--- src/hw/rtl/pld_pkg.sv ---
`timescale 1ns / 1ps
// ----------------------------------------------------------------------------
// pld_pkg: shared types and constants of the presence LED dimmer.
// Holds the payload structs, the sequencer states, the lamp modes, the
// register indexes, the reciprocal constants and the gamma table.
// ----------------------------------------------------------------------------
package pld_pkg;

  localparam int unsigned FULL_LEVEL = 25600;
  localparam int unsigned SNAP_LEVEL = 26;
  localparam int unsigned DUTY_BITS  = 10;

  // Reciprocal of 125 scaled by 2^30, exact for dividends below 2^23.
  localparam logic [23:0] EMA_RECIP   = 24'd8589935;
  // Reciprocal of 25 scaled by 2^22, exact for dividends below 2^17.
  localparam logic [17:0] BLEND_RECIP = 18'd167773;

  typedef struct packed {
    logic        command;
    logic [15:0] distance_mm;
    logic        reading_valid;
  } in_item_t;

  typedef struct packed {
    logic [DUTY_BITS-1:0] duty;
    logic [1:0]           mode;
    logic                 duty_updated;
  } out_item_t;

  typedef enum logic [1:0] {
    MODE_TRACK = 2'd0,
    MODE_HOLD  = 2'd1,
    MODE_FADE  = 2'd2
  } lamp_mode_t;

  typedef enum logic [2:0] {
    REG_FULL_BRIGHT = 3'd0,
    REG_FULL_DIM    = 3'd1,
    REG_TRACK_STEP  = 3'd2,
    REG_HOLD_TICKS  = 3'd3,
    REG_INV_LIMIT   = 3'd4,
    REG_FADE_FAST   = 3'd5,
    REG_FADE_SLOW   = 3'd6,
    REG_SLOW_LEVEL  = 3'd7
  } reg_index_t;

  typedef enum logic [3:0] {
    ST_IDLE,
    ST_MED,
    ST_EMA_MUL1,
    ST_EMA_MUL2,
    ST_EMA_DIV,
    ST_MAP_MUL,
    ST_MAP_DIV,
    ST_TICK,
    ST_FADE_MUL,
    ST_GAMMA_MUL,
    ST_GAMMA_DIV,
    ST_DUTY_MUL,
    ST_OUT
  } seq_state_t;

  // Divider request: unsigned dividend over divisor.
  typedef struct packed {
    logic        start;
    logic [31:0] dividend;
    logic [15:0] divisor;
  } div_req_t;

  typedef struct packed {
    logic        busy;
    logic [31:0] quotient;
  } div_rsp_t;

  function automatic logic [16:0] gamma_lut(input logic [5:0] idx);
    logic [16:0] v;
    unique case (idx)
      6'd0: v = 17'd0;         6'd1: v = 17'd32;
      6'd2: v = 17'd147;       6'd3: v = 17'd359;
      6'd4: v = 17'd676;       6'd5: v = 17'd1104;
      6'd6: v = 17'd1648;      6'd7: v = 17'd2314;
      6'd8: v = 17'd3104;      6'd9: v = 17'd4022;
      6'd10: v = 17'd5072;     6'd11: v = 17'd6255;
      6'd12: v = 17'd7574;     6'd13: v = 17'd9033;
      6'd14: v = 17'd10632;    6'd15: v = 17'd12375;
      6'd16: v = 17'd14263;    6'd17: v = 17'd16298;
      6'd18: v = 17'd18482;    6'd19: v = 17'd20817;
      6'd20: v = 17'd23303;    6'd21: v = 17'd25944;
      6'd22: v = 17'd28740;    6'd23: v = 17'd31692;
      6'd24: v = 17'd34803;    6'd25: v = 17'd38073;
      6'd26: v = 17'd41504;    6'd27: v = 17'd45097;
      6'd28: v = 17'd48854;    6'd29: v = 17'd52775;
      6'd30: v = 17'd56861;    6'd31: v = 17'd61115;
      default: v = 17'd65536;
    endcase
    return v;
  endfunction

endpackage

--- src/hw/rtl/pld_divider.sv ---
`timescale 1ns / 1ps
// ----------------------------------------------------------------------------
// pld_divider: shared restoring divider.
// Produces one quotient bit per cycle for a 32-bit dividend and a 16-bit
// divisor; the quotient is valid when busy falls.
// ----------------------------------------------------------------------------
module pld_divider (
  input  logic               clk,
  input  logic               rst,
  input  pld_pkg::div_req_t  req,
  output pld_pkg::div_rsp_t  rsp
);

  logic [31:0] quot;
  logic [16:0] rem;
  logic [15:0] dvs;
  logic [5:0]  count;
  logic        busy;
  logic [16:0] trial;

  // One restoring step on the next dividend bit.
  always_comb begin
    trial = {rem[15:0], quot[31]};
  end

  always_ff @(posedge clk) begin
    if (rst) begin
      busy  <= 1'b0;
      count <= '0;
    end else if (req.start) begin
      busy  <= 1'b1;
      count <= 6'd32;
      quot  <= req.dividend;
      rem   <= '0;
      dvs   <= req.divisor;
    end else if (busy) begin
      if (trial >= {1'b0, dvs}) begin
        rem  <= trial - {1'b0, dvs};
        quot <= {quot[30:0], 1'b1};
      end else begin
        rem  <= trial;
        quot <= {quot[30:0], 1'b0};
      end
      count <= count - 6'd1;
      if (count == 6'd1) begin
        busy <= 1'b0;
      end
    end
  end

  assign rsp.busy     = busy;
  assign rsp.quotient = quot;

endmodule

--- src/hw/rtl/presence_led_dimmer_unit.sv ---
`timescale 1ns / 1ps
// ----------------------------------------------------------------------------
// presence_led_dimmer_unit: presence-driven LED dimmer.
// A valid reading stalls the input while it is filtered and mapped, and for
// longer when the mapping needs the shared divider; an invalid reading does
// not stall it. A tick stalls the input through its gamma and duty states,
// and a fade step when fading; its result is valid once the stall ends, and
// a result held by the receiver only stalls the next tick. Reset clears the
// block state, loads the register defaults and empties the result register.
// ----------------------------------------------------------------------------
module presence_led_dimmer_unit (
  input  logic                     clk,
  input  logic                     rst,
  input  logic                     in_valid,
  output logic                     in_stall,
  input  pld_pkg::in_item_t        in_data,
  output logic                     out_valid,
  input  logic                     out_stall,
  output pld_pkg::out_item_t       out_data,
  input  logic                     cfg_valid,
  output logic                     cfg_ready,
  input  logic [2:0]               cfg_index,
  input  logic [15:0]              cfg_data
);

  localparam logic [pld_pkg::DUTY_BITS-1:0] DUTY_MAX = {pld_pkg::DUTY_BITS{1'b1}};

  // Configuration registers.
  logic [15:0] full_bright, full_dim, hold_ticks, fade_fast, fade_slow;
  logic [14:0] step_max, slow_level;
  logic [3:0]  inv_limit;

  // Block state.
  logic [15:0] win0, win1, win2;
  logic [1:0]  win_pos;
  logic [15:0] smoothed;
  logic        seeded;
  logic [14:0] target_level, cur_level;
  logic        have_valid;
  logic [3:0]  inv_run;
  logic [15:0] ticks_since;
  pld_pkg::lamp_mode_t lamp_mode;
  logic        wrote;

  // Working registers.
  pld_pkg::seq_state_t state, state_next;
  logic [15:0] med;
  logic [31:0] acc;
  logic [pld_pkg::DUTY_BITS-1:0] prod;
  logic [16:0] g_base;
  logic [9:0]  g_rem;
  logic [16:0] gval;

  // Result register.
  logic               out_full;
  pld_pkg::out_item_t out_reg;

  pld_pkg::div_req_t div_req;
  pld_pkg::div_rsp_t div_rsp;

  pld_divider u_div (.clk(clk), .rst(rst), .req(div_req), .rsp(div_rsp));

  // Shared multiplier operands.
  logic [15:0] mul_a, mul_b;
  logic [31:0] mul_p;
  assign mul_p = mul_a * mul_b;

  // Median of the window, absolute change and alpha.
  logic [15:0] hi, lo, med_c;
  logic [15:0] dmag;
  logic [9:0]  alpha;
  logic [17:0] alpha_raw;
  logic [14:0] lvl_c;
  logic [15:0] lvl_seg;
  logic [5:0]  g_idx;
  logic [16:0] g_lo, g_hi;

  always_comb begin
    hi = (win0 > win1) ? win0 : win1;
    lo = (win0 > win1) ? win1 : win0;
    if (win2 >= hi) med_c = hi;
    else if (win2 <= lo) med_c = lo;
    else med_c = win2;
    dmag = (med > smoothed) ? med - smoothed : smoothed - med;
    alpha_raw = 18'd150 + 18'(dmag) * 18'd3;
    alpha = (alpha_raw > 18'd1000) ? 10'd1000 : alpha_raw[9:0];
    lvl_c = (cur_level > 15'(pld_pkg::FULL_LEVEL)) ? 15'(pld_pkg::FULL_LEVEL)
                                                    : cur_level;
    // Segment index: level / 800 as (level / 32) * 41 / 1024.
    lvl_seg = 16'(lvl_c[14:5]) * 16'd41;
    g_idx = lvl_seg[15:10];
    g_lo  = pld_pkg::gamma_lut(g_idx);
    g_hi  = pld_pkg::gamma_lut(g_idx + 6'd1);
  end

  // Constant divisions by reciprocal multiplication: the smoother sum over
  // 1000 and the gamma blend product over 800.
  logic [22:0] ema_x;
  logic [46:0] ema_prod;
  logic [16:0] blend_x;
  logic [34:0] blend_prod;

  always_comb begin
    ema_x      = acc[25:3];
    ema_prod   = 47'(ema_x) * 47'(pld_pkg::EMA_RECIP);
    blend_x    = acc[21:5];
    blend_prod = 35'(blend_x) * 35'(pld_pkg::BLEND_RECIP);
  end

  // Multiplier operand selection.
  always_comb begin
    mul_a = '0;
    mul_b = '0;
    unique case (state)
      pld_pkg::ST_EMA_MUL1: begin mul_a = {6'd0, alpha}; mul_b = med; end
      pld_pkg::ST_EMA_MUL2: begin mul_a = 16'(10'd1000 - alpha); mul_b = smoothed; end
      pld_pkg::ST_MAP_MUL:  begin mul_a = full_dim - smoothed; mul_b = 16'd25600; end
      pld_pkg::ST_FADE_MUL: begin
        mul_a = {1'b0, cur_level};
        mul_b = (cur_level < slow_level) ? fade_slow : fade_fast;
      end
      pld_pkg::ST_GAMMA_MUL: begin mul_a = 16'(g_hi - g_lo); mul_b = {6'd0, g_rem}; end
      default: begin mul_a = '0; mul_b = '0; end
    endcase
  end

  // Next state.
  always_comb begin
    state_next = state;
    unique case (state)
      pld_pkg::ST_IDLE: begin
        if (in_valid) begin
          if (in_data.command) state_next = pld_pkg::ST_TICK;
          else if (in_data.reading_valid) state_next = pld_pkg::ST_MED;
        end
      end
      pld_pkg::ST_MED:      state_next = pld_pkg::ST_EMA_MUL1;
      pld_pkg::ST_EMA_MUL1: state_next = pld_pkg::ST_EMA_MUL2;
      pld_pkg::ST_EMA_MUL2: state_next = pld_pkg::ST_EMA_DIV;
      pld_pkg::ST_EMA_DIV:  state_next = pld_pkg::ST_MAP_MUL;
      pld_pkg::ST_MAP_MUL: begin
        if (smoothed <= full_bright || smoothed >= full_dim) state_next = pld_pkg::ST_IDLE;
        else state_next = pld_pkg::ST_MAP_DIV;
      end
      pld_pkg::ST_MAP_DIV:
        if (!div_rsp.busy && !div_req.start) state_next = pld_pkg::ST_IDLE;
      pld_pkg::ST_TICK: begin
        if (lamp_mode == pld_pkg::MODE_FADE && !have_valid)
          state_next = pld_pkg::ST_FADE_MUL;
        else state_next = pld_pkg::ST_GAMMA_MUL;
      end
      pld_pkg::ST_FADE_MUL:  state_next = pld_pkg::ST_GAMMA_MUL;
      pld_pkg::ST_GAMMA_MUL: state_next = pld_pkg::ST_GAMMA_DIV;
      pld_pkg::ST_GAMMA_DIV: state_next = pld_pkg::ST_DUTY_MUL;
      pld_pkg::ST_DUTY_MUL:  state_next = pld_pkg::ST_OUT;
      pld_pkg::ST_OUT: if (!out_full || !out_stall) state_next = pld_pkg::ST_IDLE;
      default: state_next = pld_pkg::ST_IDLE;
    endcase
  end

  // Handshake and divider start outputs.
  logic div_started;
  always_comb begin
    in_stall  = (state != pld_pkg::ST_IDLE);
    cfg_ready = (state == pld_pkg::ST_IDLE);
    div_req.start    = (state == pld_pkg::ST_MAP_DIV) && !div_started;
    div_req.dividend = acc;
    div_req.divisor  = full_dim - full_bright;
  end

  // Product of the blended gamma value and the duty range.
  logic [16+pld_pkg::DUTY_BITS-1:0] duty_prod;
  assign duty_prod = (16+pld_pkg::DUTY_BITS)'(gval) * (16+pld_pkg::DUTY_BITS)'(DUTY_MAX);

  // Sequencer datapath.
  always_ff @(posedge clk) begin
    if (rst) begin
      state        <= pld_pkg::ST_IDLE;
      full_bright  <= 16'd500;
      full_dim     <= 16'd3000;
      step_max     <= 15'd512;
      hold_ticks   <= 16'd500;
      inv_limit    <= 4'd6;
      fade_fast    <= 16'd62915;
      fade_slow    <= 16'd64553;
      slow_level   <= 15'd3840;
      win0 <= '0; win1 <= '0; win2 <= '0;
      win_pos      <= '0;
      smoothed     <= '0;
      seeded       <= 1'b0;
      target_level <= '0;
      cur_level    <= '0;
      have_valid   <= 1'b0;
      inv_run      <= '0;
      ticks_since  <= '0;
      lamp_mode    <= pld_pkg::MODE_HOLD;
      wrote        <= 1'b0;
      div_started  <= 1'b0;
      out_full     <= 1'b0;
    end else begin
      state <= state_next;
      div_started <= div_req.start ? 1'b1 :
                     (state_next != state) ? 1'b0 : div_started;

      if (cfg_valid && cfg_ready) begin
        unique case (pld_pkg::reg_index_t'(cfg_index))
          pld_pkg::REG_FULL_BRIGHT: full_bright <= cfg_data;
          pld_pkg::REG_FULL_DIM:    full_dim    <= cfg_data;
          pld_pkg::REG_TRACK_STEP:  step_max    <= cfg_data[14:0];
          pld_pkg::REG_HOLD_TICKS:  hold_ticks  <= cfg_data;
          pld_pkg::REG_INV_LIMIT:   inv_limit   <= cfg_data[3:0];
          pld_pkg::REG_FADE_FAST:   fade_fast   <= cfg_data;
          pld_pkg::REG_FADE_SLOW:   fade_slow   <= cfg_data;
          pld_pkg::REG_SLOW_LEVEL:  slow_level  <= cfg_data[14:0];
          default: ;
        endcase
      end

      unique case (state)
        pld_pkg::ST_IDLE: begin
          if (in_valid && !in_data.command) begin
            if (in_data.reading_valid) begin
              inv_run <= '0;
              ticks_since <= '0;
              have_valid <= 1'b1;
              unique case (win_pos)
                2'd0: win0 <= in_data.distance_mm;
                2'd1: win1 <= in_data.distance_mm;
                default: win2 <= in_data.distance_mm;
              endcase
              win_pos <= (win_pos >= 2'd2) ? 2'd0 : win_pos + 2'd1;
            end else begin
              if (inv_run != 4'd15) begin
                inv_run <= inv_run + 4'd1;
                if (inv_run + 4'd1 >= inv_limit) have_valid <= 1'b0;
              end else if (inv_run >= inv_limit) begin
                have_valid <= 1'b0;
              end
            end
          end
        end
        pld_pkg::ST_MED: begin
          med <= med_c;
          if (!seeded) begin
            smoothed <= med_c;
            seeded <= 1'b1;
          end
        end
        pld_pkg::ST_EMA_MUL1: acc <= mul_p;
        pld_pkg::ST_EMA_MUL2: acc <= acc + mul_p + 32'd500;
        pld_pkg::ST_EMA_DIV:  smoothed <= ema_prod[45:30];
        pld_pkg::ST_MAP_MUL: begin
          acc <= mul_p;
          if (smoothed <= full_bright) target_level <= 15'(pld_pkg::FULL_LEVEL);
          else if (smoothed >= full_dim) target_level <= '0;
        end
        pld_pkg::ST_MAP_DIV:
          if (state_next != state) target_level <= div_rsp.quotient[14:0];
        pld_pkg::ST_TICK: begin
          wrote <= (lamp_mode == pld_pkg::MODE_TRACK) && have_valid;
          if (ticks_since != 16'hFFFF) ticks_since <= ticks_since + 16'd1;
          unique case (lamp_mode)
            pld_pkg::MODE_TRACK: begin
              if (!have_valid) lamp_mode <= pld_pkg::MODE_HOLD;
              else begin
                if (target_level > cur_level &&
                    target_level - cur_level > step_max)
                  cur_level <= cur_level + step_max;
                else if (cur_level > target_level &&
                         cur_level - target_level > step_max)
                  cur_level <= cur_level - step_max;
                else cur_level <= target_level;
              end
            end
            pld_pkg::MODE_FADE: begin
              if (have_valid) lamp_mode <= pld_pkg::MODE_TRACK;
            end
            default: begin
              if (have_valid) lamp_mode <= pld_pkg::MODE_TRACK;
              else if (((ticks_since != 16'hFFFF) ? ticks_since + 16'd1
                                                   : ticks_since) > hold_ticks)
                lamp_mode <= pld_pkg::MODE_FADE;
            end
          endcase
        end
        pld_pkg::ST_FADE_MUL: begin
          cur_level <= (mul_p[31:16] < 16'(pld_pkg::SNAP_LEVEL)) ? 15'd0
                                                                 : mul_p[30:16];
          wrote <= 1'b1;
        end
        pld_pkg::ST_GAMMA_MUL: begin
          acc <= mul_p;
          g_base <= g_lo;
        end
        pld_pkg::ST_GAMMA_DIV: gval <= g_base + 17'(blend_prod[34:22]);
        pld_pkg::ST_DUTY_MUL:  prod <= duty_prod[16 +: pld_pkg::DUTY_BITS];
        default: ;
      endcase

      // Result register: loaded when the sequencer leaves its output state,
      // emptied when the receiver takes the transaction.
      if (state == pld_pkg::ST_OUT && state_next == pld_pkg::ST_IDLE) begin
        out_full             <= 1'b1;
        out_reg.duty         <= prod;
        out_reg.mode         <= lamp_mode;
        out_reg.duty_updated <= wrote;
      end else if (!out_stall) begin
        out_full <= 1'b0;
      end
    end
  end

  // Remainder of the level within its gamma segment.
  always_comb begin
    g_rem = 10'(lvl_c - 15'(g_idx) * 15'd800);
  end

  assign out_valid = out_full;
  assign out_data  = out_reg;

endmodule
--- config.mk ---
export PLATFORM = sky130hd
export DESIGN_NAME = presence_led_dimmer_unit
export DESIGN_NICKNAME = d
export VERILOG_FILES = /design/src/hw/rtl/pld_pkg.sv /design/src/hw/rtl/pld_divider.sv /design/src/hw/rtl/presence_led_dimmer_unit.sv
export SDC_FILE = /design/constraint.sdc
export NUM_CORES = 2
export LEC_CHECK = 0
export ABC_AREA = 1
export BUFFER_PORTS_ARGS = -buffer_cell sky130_fd_sc_hd__buf_2
export CELL_PAD_IN_SITES_DETAIL_PLACEMENT = 2
export CELL_PAD_IN_SITES_GLOBAL_PLACEMENT = 2
export CORE_MARGIN = 3
export CORE_UTILIZATION = 40
export DETAILED_ROUTE_END_ITERATION = 12
export GPL_TIMING_DRIVEN = 0
export PLACE_DENSITY_LB_ADDON = 0.1
export SLEW_MARGIN = 20
export SYNTH_ARGS = -nofsm -noshare
export SYNTH_HDL_FRONTEND = slang
export SYNTH_SLANG_ARGS = --single-unit
--- constraint.sdc ---
create_clock -name clk -period 15.5 [get_ports clk]
set_input_delay 0.775 -clock clk [delete_from_list [all_inputs] [get_ports clk]]
set_output_delay 0.775 -clock clk [all_outputs]
set_load 0.02 [all_outputs]
==> impl_metrics.ini <==
[clock_network]
clockRootBuffer = clkbuf_16
holdBufCountCts = 0
h-tree-depth = 2
clock-sinks = 417
path_clk_slew_ns = 0.06
cts_buffers = 54
cts.path.max_buffers = 3
cts_tree = built
clk_latency_ns = 0.70

[routing]
drt_iter0_markers = 3047
ant_nets = 0
detail_route.wl_per_cell_um = 26.4
drt_first_pass_iters = 5
routed_wl_mm = 258
vias_per_cell = 5.67
vias = 55300
drc = 0

[floorplan]
rows = 140
ios = 58
die_y_um = 392
die_area_um2 = 153000
fp.dieW_um = 392
start_util = 0.406
core_um2 = 147000

[final_layout]
finalNetCount = 9366
design_area_um2 = 65600
mostFrequentLayoutCell = inv_1
drive_above_1_share = 0.0628
final_cell_mix = inv_1 (1474), nand2_1 (1180), ha_1 (954), a21oi_1 (658), fa_1 (560)
stdcell_count = 9754
area_growth_syn_to_layout_pct = 10.2

[placement]
gp_congestion = 0.945
dpl.cell_count = 9596
numPortBuffers = 54
dp_hpwl_mm = 216
dpl_cell_area_um2 = 62400

[synthesis]
synth-edff-count = 169
synthCells = 7613
yosysSeqAreaShare = 0.169
synthArstFlopShare = 0
yosysWarnings = 0
avgSynthCellArea_um2 = 7.82
synth_nets = 9189
synth_ff_type = dfxtp_1
synth_cell_types = 73
ys_seq_elements = 417
syn-cell-area_um2 = 59500

[worst_setup_path]
critical_path_arrival_ns = 15.39
cp-end-kind = flop
crit_fanout = 12
critPathRequiredTime_ns = 15.88
rrSetupSlack_ns = 0.49
critPathLaunchType = flop
worst_path_max_delay_cell = fa_1
r2r_cells = 75
timing.rr.start = cur_level[10]
reg2reg_to = acc[31]
critPathMaxStageDelay_ns = 0.61
worstSetupPathType = flop to flop

[timing]
worstMarginPinSlew_ns = 1.24
setup_viol_count_final = 0
maxSlewHeadroom = 0.171
min_period_ns = 15.01
slew_viol_final = 0
max_freq_mhz = 66.6
fin_crit_sh = 0.968
tns_ns = 0
fin_skew_ns = 0.113
hold_viol = 0

[global_routing]
grt_pass1_vias = 62400
antenna_found_initial = 9
grt_overflow = 0
grtUsageTotal = 0.332
grt_pass1_wl_mm = 388
grt_start_max_net_pins = 49

[worst_hold_path]
hold_depth = 3
hp-class = input pin to flop
hp-start = in_data[14]
worstHoldEndpoint = win2[13]

[run]
maxCapViolations = 0

[status]
outcome = finished, final reports clean
-- worst max-delay path: cells and delay by family (launching register included) --
kind	cells	cell delay (ns)
AOI/OAI and AO/OA	15	2.53
xor gates and xnor gates	2	0.47
adders and majority gates	15	6.27
buffers and inverters	19	2.23
DFF	1	0.45
and+or+nand+nor	24	2.77
-- metal layers --
layer,wire (um),up-vias,track usage
met1,108000,28500,0.411
met4,11300,4,0.127
li1,-,25100,-
met5,25,-,0
met2,128000,1234,0.593
met3,10400,476,0.0348
-- sequential cells by signal (all words and copies together) (netlist names), 16 cells and up --
name         count
win0            16
full_dim        16
g_base          17
med             16
hold_ticks      16
fade_slow       16
full_bright     16
gval            17
u_div.dvs       16
win2            16
u_div.rem       16
fade_fast       16
u_div.quot      32
smoothed        16
win1            16
acc             32
ticks_since     16
-- metrics by stage --
stage	utilization	hold slack [ns]	setup slack (ns)
global placement	0.424	0.403	-2.23
finish	0.447	0.371	0.493
global route	0.447	0.369	-0.206
detailed placement	0.425	0.408	-2.60
floorplan	-	0.400	2.09
CTS	0.441	0.334	0.00179
-- cell families (layout without fill, tap and decap cells) --
family / count (synthesis) / after routing / synth area share
compound gates: 1540 / 1540 / 0.143
flops: 417 / 417 / 0.169
fa+ha+maj: 1534 / 1534 / 0.393
simple gates: 2248 / 2248 / 0.159
buf+inv: 1676 / 1895 / 0.107
other cells: 0 / 5 / 0
xor+xnor: 198 / 198 / 0.0295
-- how the worst max path moves through the flow --
stage                     cells after the start          start      end
after floorplan                              73  cur_level[13]  acc[31]
after global placement                       70   cur_level[2]  acc[26]
after detailed placement                     67  cur_level[11]  acc[26]
after CTS                                    72   cur_level[2]  acc[31]
after global routing                         71  cur_level[10]  acc[26]
final                                        75  cur_level[10]  acc[31]
-- Yosys cell counts (4+ instances only) --
cell type  number  area, um^2
o2111ai_1       6        52.6
a21oi_1       682        3410
nor4_1         19         119
a221oi_1       19         166
ha_1          971       12100
xor2_1        140        1230
o21bai_1       27         203
o31ai_1        19         143
fa_1          563       11300
a211oi_1       21         158
o211ai_1       49         368
inv_1        1488        5590
and2_1         12        75.1
nand3_1       239        1200
xnor2_1        55         482
a31oi_1        33         206
o21a_1         20         150
nand2_2        16         100
nor2_2          9        56.3
buf_2          14        70.1
nand2_1      1193        4480
dfxtp_1       248        4960
nand3b_1        9        67.6
o221ai_1       19         166
nor3_2          6        60.1
o21ai_0       542        2710
nand2_4         5        56.3
inv_2          10        37.5
nor3_1         81         405
o31a_1          4        35.0
clkbuf_1      144         541
a21o_1         25         188
and3_1          4        25.0
clkinv_1       13        48.8
or2_2          22         138
o21ai_1         8        40.0
nor2_1        566        2120
edfxtp_1      169        5070
nand4_1        49         307
o22ai_1        23         144
a21boi_0       11        82.6
-- what timing repair did --
| action | 4_1_cts | 5_1_grt |
|---|---|---|
| cloned | 0 | 0 |
| endpoints found under the setup margin | 37 | 20 |
| resized for setup | 103 | 151 |
| pin swaps | 11 | 35 |
| setup buffers | 13 | 43 |
-- final cells by class --
cell class | instances | area, um^2
fillers | 16800 | 81200
flip-flops and latches | 417 | 10100
inverters | 1511 | 5710
well taps | 1917 | 2400
clock inverters | 28 | 335
diodes | 5 | 12.5
plain buffers | 164 | 716
clock buffers | 70 | 1480
multi-input cells | 5520 | 44000
repair buffers | 122 | 857
Power is left out: the tool's default activity adds up to more than one toggle a clock period on the data nets, which glitch-free logic cannot reach.
